`src/design/ffha_pkg.sv`:
```
`timescale 1ns / 1ps
// ffha_pkg: shared types and constants for the first-fit heap allocator
// no dependencies

package ffha_pkg;

    localparam logic MODE_ALLOC = 1'b0;
    localparam logic MODE_FREE  = 1'b1;

    localparam logic [0:0] REG_HEAP_BASE  = 1'b0;
    localparam logic [0:0] REG_HEAP_BYTES = 1'b1;

    localparam int unsigned SIZE_W = 17;

    // one block table entry: offset and size within the region, occupied mark
    typedef struct packed {
        logic [SIZE_W-1:0] off;
        logic [SIZE_W-1:0] size;
        logic              occ;
    } t_entry;

endpackage

```
`src/design/ffha_table.sv`:
```
`timescale 1ns / 1ps
// ffha_table: block table memory, one write port and one registered read port
// depends on ffha_pkg

module ffha_table #(
    parameter int MAX_BLOCKS = 16
) (
    input  logic                          i_clk,
    input  logic                          i_we,
    input  logic [$clog2(MAX_BLOCKS)-1:0] i_waddr,
    input  ffha_pkg::t_entry              i_wdata,
    input  logic [$clog2(MAX_BLOCKS)-1:0] i_raddr,
    output ffha_pkg::t_entry              o_rdata
);

    ffha_pkg::t_entry r_mem [MAX_BLOCKS];

    always_ff @(posedge i_clk) begin
        if (i_we) begin
            r_mem[i_waddr] <= i_wdata;
        end
        o_rdata <= r_mem[i_raddr];
    end

endmodule

```
`src/design/first_fit_heap_allocator_top.sv`:
```
`timescale 1ns / 1ps
// first_fit_heap_allocator_top: sequencer over the block table memory
// depends on ffha_pkg and ffha_table
//
// usage
//   an item is taken when i_start is high and o_busy low; i_mode selects
//   allocate (0) or free (1). the single result appears on o_payload_address
//   and o_success, marked by o_done for one cycle; it cannot be held off.
//   configuration writes use i_cfg_valid / o_cfg_ready with i_cfg_index and
//   i_cfg_data; they are accepted only while idle, and any write forces the
//   table to be rebuilt on the next item, as one free block if it fits.
// timing
//   every item walks the table one entry at a time through the single
//   read port (address, then registered data). a zero-size allocate
//   ends before any entry is tested; a failed search tests every entry.
//   an allocate taken whole marks its entry; one with a split first
//   shifts the entries above it up, then writes the tail and the head.
//   a free adds to its search a merge pass from entry 0 that compares
//   each adjacent pair and shifts entries down on a merge. o_done rises
//   in the same cycle that o_busy falls, and a new item may be taken in it.
// reset
//   synchronous active-low; the state, count and config registers reset and the
//   table is marked unbuilt. the table memory itself is not cleared.
//   the receiver cannot stall, so results never wait.

module first_fit_heap_allocator_top #(
    parameter int MAX_BLOCKS   = 16,
    parameter int HEADER_BYTES = 8
) (
    input  logic        i_clk,
    input  logic        i_rst_n,
    input  logic        i_start,
    output logic        o_busy,
    input  logic        i_mode,
    input  logic [15:0] i_request_bytes,
    input  logic [31:0] i_release_address,
    output logic        o_done,
    output logic [31:0] o_payload_address,
    output logic        o_success,
    input  logic        i_cfg_valid,
    output logic        o_cfg_ready,
    input  logic [0:0]  i_cfg_index,
    input  logic [31:0] i_cfg_data
);

    localparam int AW = $clog2(MAX_BLOCKS);
    localparam int CW = $clog2(MAX_BLOCKS + 1);
    localparam int SW = ffha_pkg::SIZE_W;
    localparam logic [SW-1:0] HDR  = SW'(HEADER_BYTES);
    localparam logic [CW-1:0] MAXC = CW'(MAX_BLOCKS);

    // sequencer states
    localparam logic [3:0] S_IDLE   = 4'd0;
    localparam logic [3:0] S_SRD    = 4'd1;  // search: read wait
    localparam logic [3:0] S_SCHK   = 4'd2;  // search: test entry
    localparam logic [3:0] S_SHRD   = 4'd3;  // split: read j-1
    localparam logic [3:0] S_SHWR   = 4'd4;  // split: write j
    localparam logic [3:0] S_SPLIT  = 4'd5;  // split: write k and k+1
    localparam logic [3:0] S_MRD    = 4'd6;  // merge: read entry k
    localparam logic [3:0] S_MCHK   = 4'd7;  // merge: compare pair
    localparam logic [3:0] S_RMRD   = 4'd8;  // remove: read j+1
    localparam logic [3:0] S_RMWR   = 4'd9;  // remove: write j
    localparam logic [3:0] S_DONE   = 4'd10;
    localparam logic [3:0] S_MLD    = 4'd11; // merge: latch entry k

    logic [3:0]    r_state, n_state;
    logic [31:0]   r_base;
    logic [16:0]   r_bytes;
    logic          r_ready;
    logic [CW-1:0] r_count, n_count;
    logic          r_mode;
    logic [SW-1:0] r_need;
    logic [31:0]   r_hdr;
    logic          r_zero;
    logic [CW-1:0] r_k, n_k;     // scan index
    logic [CW-1:0] r_j, n_j;     // shift index
    ffha_pkg::t_entry r_cur, n_cur;   // held entry (k)
    logic          r_ok, n_ok;
    logic [31:0]   r_addr, n_addr;

    logic                 we;
    logic [AW-1:0]        waddr, raddr;
    ffha_pkg::t_entry     wdata, rdata;

    ffha_table #(.MAX_BLOCKS(MAX_BLOCKS)) u_table (
        .i_clk   (i_clk),
        .i_we    (we),
        .i_waddr (waddr),
        .i_wdata (wdata),
        .i_raddr (raddr),
        .o_rdata (rdata)
    );

    assign o_busy      = (r_state != S_IDLE);
    assign o_cfg_ready = (r_state == S_IDLE) && !i_start;

    logic [SW-1:0] span;
    logic [SW-1:0] rnd_in;
    assign span   = {r_bytes[16:2], 2'b00};
    assign rnd_in = (SW'(i_request_bytes) + SW'(3)) & ~SW'(3);

    // header address match for free, and fit tests
    logic hit, fits, can_split;
    assign hit       = rdata.occ && ((r_base + 32'(rdata.off)) == r_hdr);
    assign fits      = !rdata.occ && (rdata.size >= r_need);
    assign can_split = (rdata.size > r_need + HDR) && (r_count < MAXC);

    always_comb begin
        n_state = r_state;
        n_count = r_count;
        n_k     = r_k;
        n_j     = r_j;
        n_cur   = r_cur;
        n_ok    = r_ok;
        n_addr  = r_addr;
        we      = 1'b0;
        waddr   = r_k[AW-1:0];
        wdata   = r_cur;
        raddr   = r_k[AW-1:0];
        case (r_state)
            S_IDLE: begin
                n_k  = '0;
                n_ok = 1'b0;
                n_addr = '0;
                // unbuilt table: one free block over the whole region
                if (i_start && !r_ready && (span > HDR)) begin
                    we         = 1'b1;
                    waddr      = '0;
                    wdata.off  = '0;
                    wdata.size = span;
                    wdata.occ  = 1'b0;
                end
            end
            S_SRD: begin
                if (r_k >= r_count || (r_mode == ffha_pkg::MODE_ALLOC && r_zero)) begin
                    n_state = S_DONE;
                end else begin
                    n_state = S_SCHK;
                end
            end
            S_SCHK: begin
                n_cur = rdata;
                if (r_mode == ffha_pkg::MODE_ALLOC) begin
                    if (fits) begin
                        n_ok   = 1'b1;
                        n_addr = r_base + 32'(rdata.off) + 32'(HDR);
                        if (can_split) begin
                            n_j     = r_count;
                            n_state = S_SHRD;
                        end else begin
                            we      = 1'b1;
                            wdata   = rdata;
                            wdata.occ = 1'b1;
                            n_state = S_DONE;
                        end
                    end else begin
                        n_k     = r_k + 1'b1;
                        raddr   = AW'(r_k + 1'b1);
                        n_state = S_SRD;
                    end
                end else begin
                    if (hit) begin
                        n_ok    = 1'b1;
                        we      = 1'b1;
                        wdata   = rdata;
                        wdata.occ = 1'b0;
                        n_k     = '0;
                        n_state = S_MRD;
                    end else begin
                        n_k     = r_k + 1'b1;
                        raddr   = AW'(r_k + 1'b1);
                        n_state = S_SRD;
                    end
                end
            end
            S_SHRD: begin
                // move entry j-1 up to j while j > k+1
                if (r_j > r_k + 1'b1) begin
                    raddr   = AW'(r_j - 1'b1);
                    n_state = S_SHWR;
                end else begin
                    n_state = S_SPLIT;
                end
            end
            S_SHWR: begin
                we      = 1'b1;
                waddr   = AW'(r_j);
                wdata   = rdata;
                n_j     = r_j - 1'b1;
                n_state = S_SHRD;
            end
            S_SPLIT: begin
                // writes the tail at k+1 first, then the head at k
                if (r_j != '0) begin
                    we         = 1'b1;
                    waddr      = AW'(r_k + 1'b1);
                    wdata.off  = r_cur.off + r_need;
                    wdata.size = r_cur.size - r_need;
                    wdata.occ  = 1'b0;
                    n_j        = '0;
                end else begin
                    we         = 1'b1;
                    wdata.off  = r_cur.off;
                    wdata.size = r_need;
                    wdata.occ  = 1'b1;
                    n_count    = r_count + 1'b1;
                    n_state    = S_DONE;
                end
            end
            S_MRD: begin
                // read of entry k issued here
                if (r_k + 1'b1 >= r_count) begin
                    n_state = S_DONE;
                end else begin
                    n_state = S_MLD;
                end
            end
            S_MLD: begin
                // latch entry k and read k+1
                n_cur   = rdata;
                raddr   = AW'(r_k + 1'b1);
                n_state = S_MCHK;
            end
            S_MCHK: begin
                // cur holds entry k, rdata entry k+1
                if (!r_cur.occ && !rdata.occ &&
                    (r_cur.off + r_cur.size == rdata.off)) begin
                    n_cur.size = r_cur.size + rdata.size;
                    we         = 1'b1;
                    wdata      = r_cur;
                    wdata.size = r_cur.size + rdata.size;
                    n_j        = r_k + 1'b1;
                    n_state    = S_RMRD;
                end else begin
                    n_cur   = rdata;
                    n_k     = r_k + 1'b1;
                    raddr   = AW'(r_k + 2'd2);
                    if (r_k + 2'd2 >= r_count) begin
                        n_state = S_DONE;
                    end
                end
            end
            S_RMRD: begin
                // shift entries above j down by one, then test k again
                if (r_j + 1'b1 >= r_count) begin
                    n_count = r_count - 1'b1;
                    raddr   = AW'(r_k + 1'b1);
                    n_state = (r_k + 2'd2 >= r_count) ? S_DONE : S_MCHK;
                end else begin
                    raddr   = AW'(r_j + 1'b1);
                    n_state = S_RMWR;
                end
            end
            S_RMWR: begin
                we      = 1'b1;
                waddr   = AW'(r_j);
                wdata   = rdata;
                n_j     = r_j + 1'b1;
                n_state = S_RMRD;
            end
            S_DONE: begin
                n_state = S_IDLE;
            end
            default: n_state = S_IDLE;
        endcase
    end

    always_ff @(posedge i_clk) begin
        if (!i_rst_n) begin
            r_state <= S_IDLE;
            r_base  <= 32'h2000_0000;
            r_bytes <= 17'd4096;
            r_ready <= 1'b0;
            r_count <= '0;
            r_k     <= '0;
            r_j     <= '0;
            r_ok    <= 1'b0;
            r_addr  <= '0;
            o_done  <= 1'b0;
        end else begin
            r_cur   <= n_cur;
            r_k     <= n_k;
            r_j     <= n_j;
            r_ok    <= n_ok;
            r_addr  <= n_addr;
            r_count <= n_count;
            r_state <= n_state;
            o_done  <= 1'b0;
            if (r_state == S_IDLE && i_cfg_valid && o_cfg_ready) begin
                if (i_cfg_index == ffha_pkg::REG_HEAP_BASE) begin
                    r_base <= i_cfg_data;
                end else begin
                    r_bytes <= i_cfg_data[16:0];
                end
                r_ready <= 1'b0;
            end
            if (r_state == S_IDLE && i_start) begin
                r_mode    <= i_mode;
                r_need    <= rnd_in + HDR;
                r_zero    <= (i_request_bytes == 16'd0);
                r_hdr     <= i_release_address - 32'(HEADER_BYTES);
                r_j       <= '0;
                r_state   <= S_SRD;
                if (!r_ready) begin
                    r_ready <= 1'b1;
                    r_count <= (span > HDR) ? CW'(1) : '0;
                end
            end
            if (r_state == S_DONE) begin
                o_done <= 1'b1;
            end
        end
    end

    always_ff @(posedge i_clk) begin
        if (r_state == S_DONE) begin
            o_payload_address <= r_ok && (r_mode == ffha_pkg::MODE_ALLOC) ? r_addr : 32'd0;
            o_success         <= r_ok;
        end
    end

endmodule
```
`config.mk`:
```
export PLATFORM = sky130hd
export DESIGN_NAME = first_fit_heap_allocator_top
export DESIGN_NICKNAME = d
export VERILOG_FILES = /design/src/design/ffha_pkg.sv /design/src/design/ffha_table.sv /design/src/design/first_fit_heap_allocator_top.sv
export SDC_FILE = /design/constraint.sdc
export NUM_CORES = 1
export LEC_CHECK = 0
export BUFFER_PORTS_ARGS = -buffer_cell sky130_fd_sc_hd__buf_2
export CORE_MARGIN = 5
export CORE_UTILIZATION = 57
export DETAILED_ROUTE_END_ITERATION = 10
export GPL_TIMING_DRIVEN = 0
export PLACE_DENSITY = 0.77
export SLEW_MARGIN = 20
export SYNTH_ARGS = -nofsm -noshare
export SYNTH_HDL_FRONTEND = slang
export SYNTH_HIERARCHICAL = 1
export SYNTH_SLANG_ARGS = --single-unit
```
`constraint.sdc`:
```
create_clock -name i_clk -period 7.1 [get_ports i_clk]
set_input_delay 2.13 -clock i_clk [delete_from_list [all_inputs] [get_ports i_clk]]
set_output_delay 2.13 -clock i_clk [all_outputs]
set_load 0.01 [all_outputs]
```
==> impl_metrics.py <==
metrics = {
    "run_status": {
        "status": "finished clean",
    },
    "critical_path": {
        "reg2reg_to": "u_table/r_mem[12][29]",
        "cp_slowest_cell": "fa_1",
        "crit_arrival_ns": 7.45,
        "critical_path_peak_fanout": 9,
        "r2r_slack_ns": 0.008,
        "reg2reg_from": "u_table/o_rdata[18]",
        "cpMostUsedCell": "buf_4",
        "cp_data_required_time_ns": 7.46,
        "rr_worst_depth": 21,
        "worstPathCellList": "ha_1, inv_1, fa_1, xor2_1, nand3_1, or3_1, a2111o_1, nor4_1, nand4b_1, nor4_1, nand4_2, o21a_1, buf_2, nor2_2, or4_1, nand3_1, nor3_4, buf_4, buf_4, buf_4, buf_6",
        "max_stage_delay_ns": 0.58,
        "crit_type": "register to register",
        "startpoint": "u_table/o_rdata[18]",
        "endpoint_kind": "register",
        "start_kind": "register",
    },
    "finish": {
        "final_cell_mix": "edfxtp_1 (677), nand2_1 (338), nor2_1 (195), a21oi_1 (175), buf_2 (148)",
        "drive_gt1_share_pct": 14.55,
        "fill_cells": 5087,
        "num_antenna_cells": 0,
        "layout.nets": 3697,
        "regArea_mm2": 0.02306,
        "syn_to_final_growth_pct": 13.63,
        "final_common_cell": "edfxtp_1",
        "post-route-util_pct": 64.97,
        "stdcell_count": 4476,
        "multi_input_area_mm2": 0.01684,
        "fin_area_mm2": 0.04629,
    },
    "routing": {
        "ant_nets": 0,
        "vias_per_cell": 6.682,
        "detail_route.wl_per_cell_um": 28.57,
        "firstDrtPassIters": 8,
        "route.detailed.drc": 0,
        "vias": 29910,
        "drt-initial-drc-count": 3737,
        "drt_wl_total_um": 127900,
    },
    "clock_tree": {
        "ctsHtreeMaxLevel": 3,
        "clockBufferDepth": 3,
        "clock_sinks": 813,
        "clk_latency_ns": 0.66,
        "cts_tree": "built",
        "clk_pin_slew_worst_paths_ns": 0.06,
        "cts_buffers": 83,
        "clockRootBuffer": "clkbuf_16",
    },
    "grt": {
        "antenna_found_initial": 1,
        "grtUsageMet2_pct": 51.37,
        "use_met3_pct": 6.304,
        "grtUsageTotal_pct": 32.28,
        "met1_usage_pct": 44.06,
        "overflow": 0,
        "grt_pass1_vias": 28600,
        "grt_pass1_wl_um": 186800,
        "grt_max_degree": 32,
        "busiest_layer": "met2",
    },
    "die": {
        "dieHeight_um": 277.3,
        "rows": 98,
        "start_util_pct": 57.18,
        "core-area_mm2": 0.07124,
        "die_x_um": 277.3,
        "die_area_mm2": 0.07691,
        "boundaryPins": 122,
    },
    "sta": {
        "fin_skew_ns": 0.03453,
        "finalWorstSetupSlack_ns": 0.008379,
        "slew_headroom_pct": 24.55,
        "worst_pin_slew_ns": 1.103,
        "fin_crit_sh_pct": 99.88,
        "hold_viol": 0,
        "fin_hold_ws_ns": 0.4426,
        "maxSlewViolCount": 0,
        "setup_viol": 0,
        "period_minus_slack_ns": 7.092,
        "clock.fmax_mhz": 141.0,
        "final.setup.tns_ns": 0,
    },
    "logic_synthesis": {
        "synth_area_mm2": 0.04073,
        "synth_area_leaders": "edfxtp_1 (50%), dfxtp_1 (6.7%), mux4_2 (4.6%), ha_1 (4.3%), mux4_1 (3.7%)",
        "synth-seq-cells": 813,
        "synthDistinctLibCells": 97,
        "yosysWarnings": 6,
        "synth_edf_count": 677,
        "syn_avg_cell_area_um2": 12.69,
        "synth_area_leader_cell": "edfxtp_1",
        "ys_seq_area_share_pct": 56.59,
        "synth_top_area_share_pct": 49.91,
        "syn_nets": 3443,
        "synthArstFlopShare_pct": 0,
        "syn_inst": 3211,
        "synthFlopType": "edfxtp_1",
    },
    "place": {
        "placed_area_mm2": 0.04345,
        "detailed_place_hpwl_um": 90120,
        "io_buffers": 120,
        "dpl_worst_slack_ns": -0.6256,
        "gp_congestion": 1.009,
        "numPlacedInstances": 4328,
    },
    "power_and_ir_drop": {
        "combinationalPowerShare_pct": 11.1,
        "p_switching_mw": 2.782,
        "clockPowerShare_pct": 39.3,
        "irDropWorstVdd_mv": 0.2793,
        "power.density_mw_per_mm2": 236.2,
        "seq_power_share_pct": 49.6,
        "cellLeakagePower_nw": 15.83,
        "p_int_mw": 8.149,
        "finalPower_mw": 10.93,
        "p_sw_share_pct": 25.45,
    },
    "hold_path": {
        "hold_class": "register to register",
        "hold_end": "r_addr[31]",
        "worstHoldStart": "r_addr[31]",
        "worstHoldPathCells": 2,
    },
    "run": {
        "drv_cap": 0,
    },
}
## flip-flops by register name (all words and copies together) (netlist names), 15 cells and up
signal             cells
o_payload_address     32
r_addr                32
u_table/r_mem        560
r_need                15
r_hdr                 32
u_table/o_rdata       35
r_base                32
r_bytes               15
r_cur                 35
## what timing repair did
item | in CTS | in global routing
hold buffers | 0 | 0
endpoints found under the setup margin | 58 | 77
gates resized for setup | 17 | 24
endpoints found under the hold margin | 0 | 0
pin swaps | 0 | 2
setup buffers | 0 | 2
cloned | 0 | 0
## layer usage
metal  routed length (um)  part of all wire [%]  vias to the layer above
met4                 6547                   5.1                        2
met1                48090                    38                    14590
met5                   13                 0.010                        -
li1                     -                     -                    12880
met3                14250                    11                      363
met2                58990                    46                     2077
## Yosys cell counts (11+ instances only)
cell	number
and2_1	48
nand4_1	29
a21oi_1	179
nor3_1	88
nor2b_1	27
inv_1	82
nand2b_1	31
nor4_1	33
xor2_1	79
buf_12	11
nand2_1	338
xnor2_1	129
a211oi_1	18
o21a_1	30
mux2i_1	16
a21o_1	20
buf_2	30
and3_1	20
o22ai_1	12
nor2_1	210
edfxtp_1	677
clkbuf_1	95
ha_1	141
o21bai_1	11
mux4_1	57
a31oi_1	13
nand3_1	77
or3_1	24
dfxtp_1	136
a221o_1	22
a22oi_1	85
o211ai_1	20
a221oi_1	17
mux4_2	83
o21ai_0	100
## critical path, delay by kind of cell, from the launching register on
| kind | cells | cell delay (ns) |
|---|---|---|
| AOI/OAI and AO/OA | 2 | 0.59 |
| xor gates and xnor gates | 1 | 0.17 |
| adders and majority gates | 2 | 0.85 |
| buffers and inverters | 6 | 1.07 |
| DFF | 1 | 0.49 |
| and+or+nand+nor | 10 | 3.60 |
## worst max-delay path by stage
stage	depth (start not counted)	to	slack [ns]
2_1_floorplan	17	u_table/r_mem[0][0]	0.03
3_3_place_gp	17	u_table/r_mem[12][26]	-4.03
3_5_place_dp	23	u_table/o_rdata[21]	-0.63
4_1_cts	20	u_table/o_rdata[8]	0.02
5_1_grt	20	u_table/r_mem[12][29]	-0.01
6_report	21	u_table/r_mem[12][29]	0.008
## cell type report
cell class	instances	area share, %
Sequential cell	813	49.81
Clock buffer	106	4.763
Multi-Input combinational cell	2162	36.39
Clock inverter	40	0.9678
Buffer	151	1.830
Inverter	84	0.6812
Tap cell	950	2.568
Timing Repair Buffer	170	2.987
## cells by family (layout without fill, tap and decap cells)
family	count (synthesis)	after routing	share of synthesized area (%)
compound gates	657	657	10.96
xor+xnor	211	211	4.638
fa+ha+maj	147	147	4.601
flops	813	813	56.59
buf+inv	236	551	2.817
mux	160	160	8.770
simple gates	987	987	11.62
## power by group through the flow
stage | logic [mW] | registers, mW | clock network (mW)
after floorplan | 0.783 | 5.45 | 0
after global placement | 1.11 | 5.52 | 0
after detailed placement | 1.15 | 5.52 | 0
after CTS | 1.17 | 5.42 | 4.34
after global routing | 1.29 | 5.42 | 4.55
final | 1.21 | 5.43 | 4.29
(Power assumes the default switching activity.)
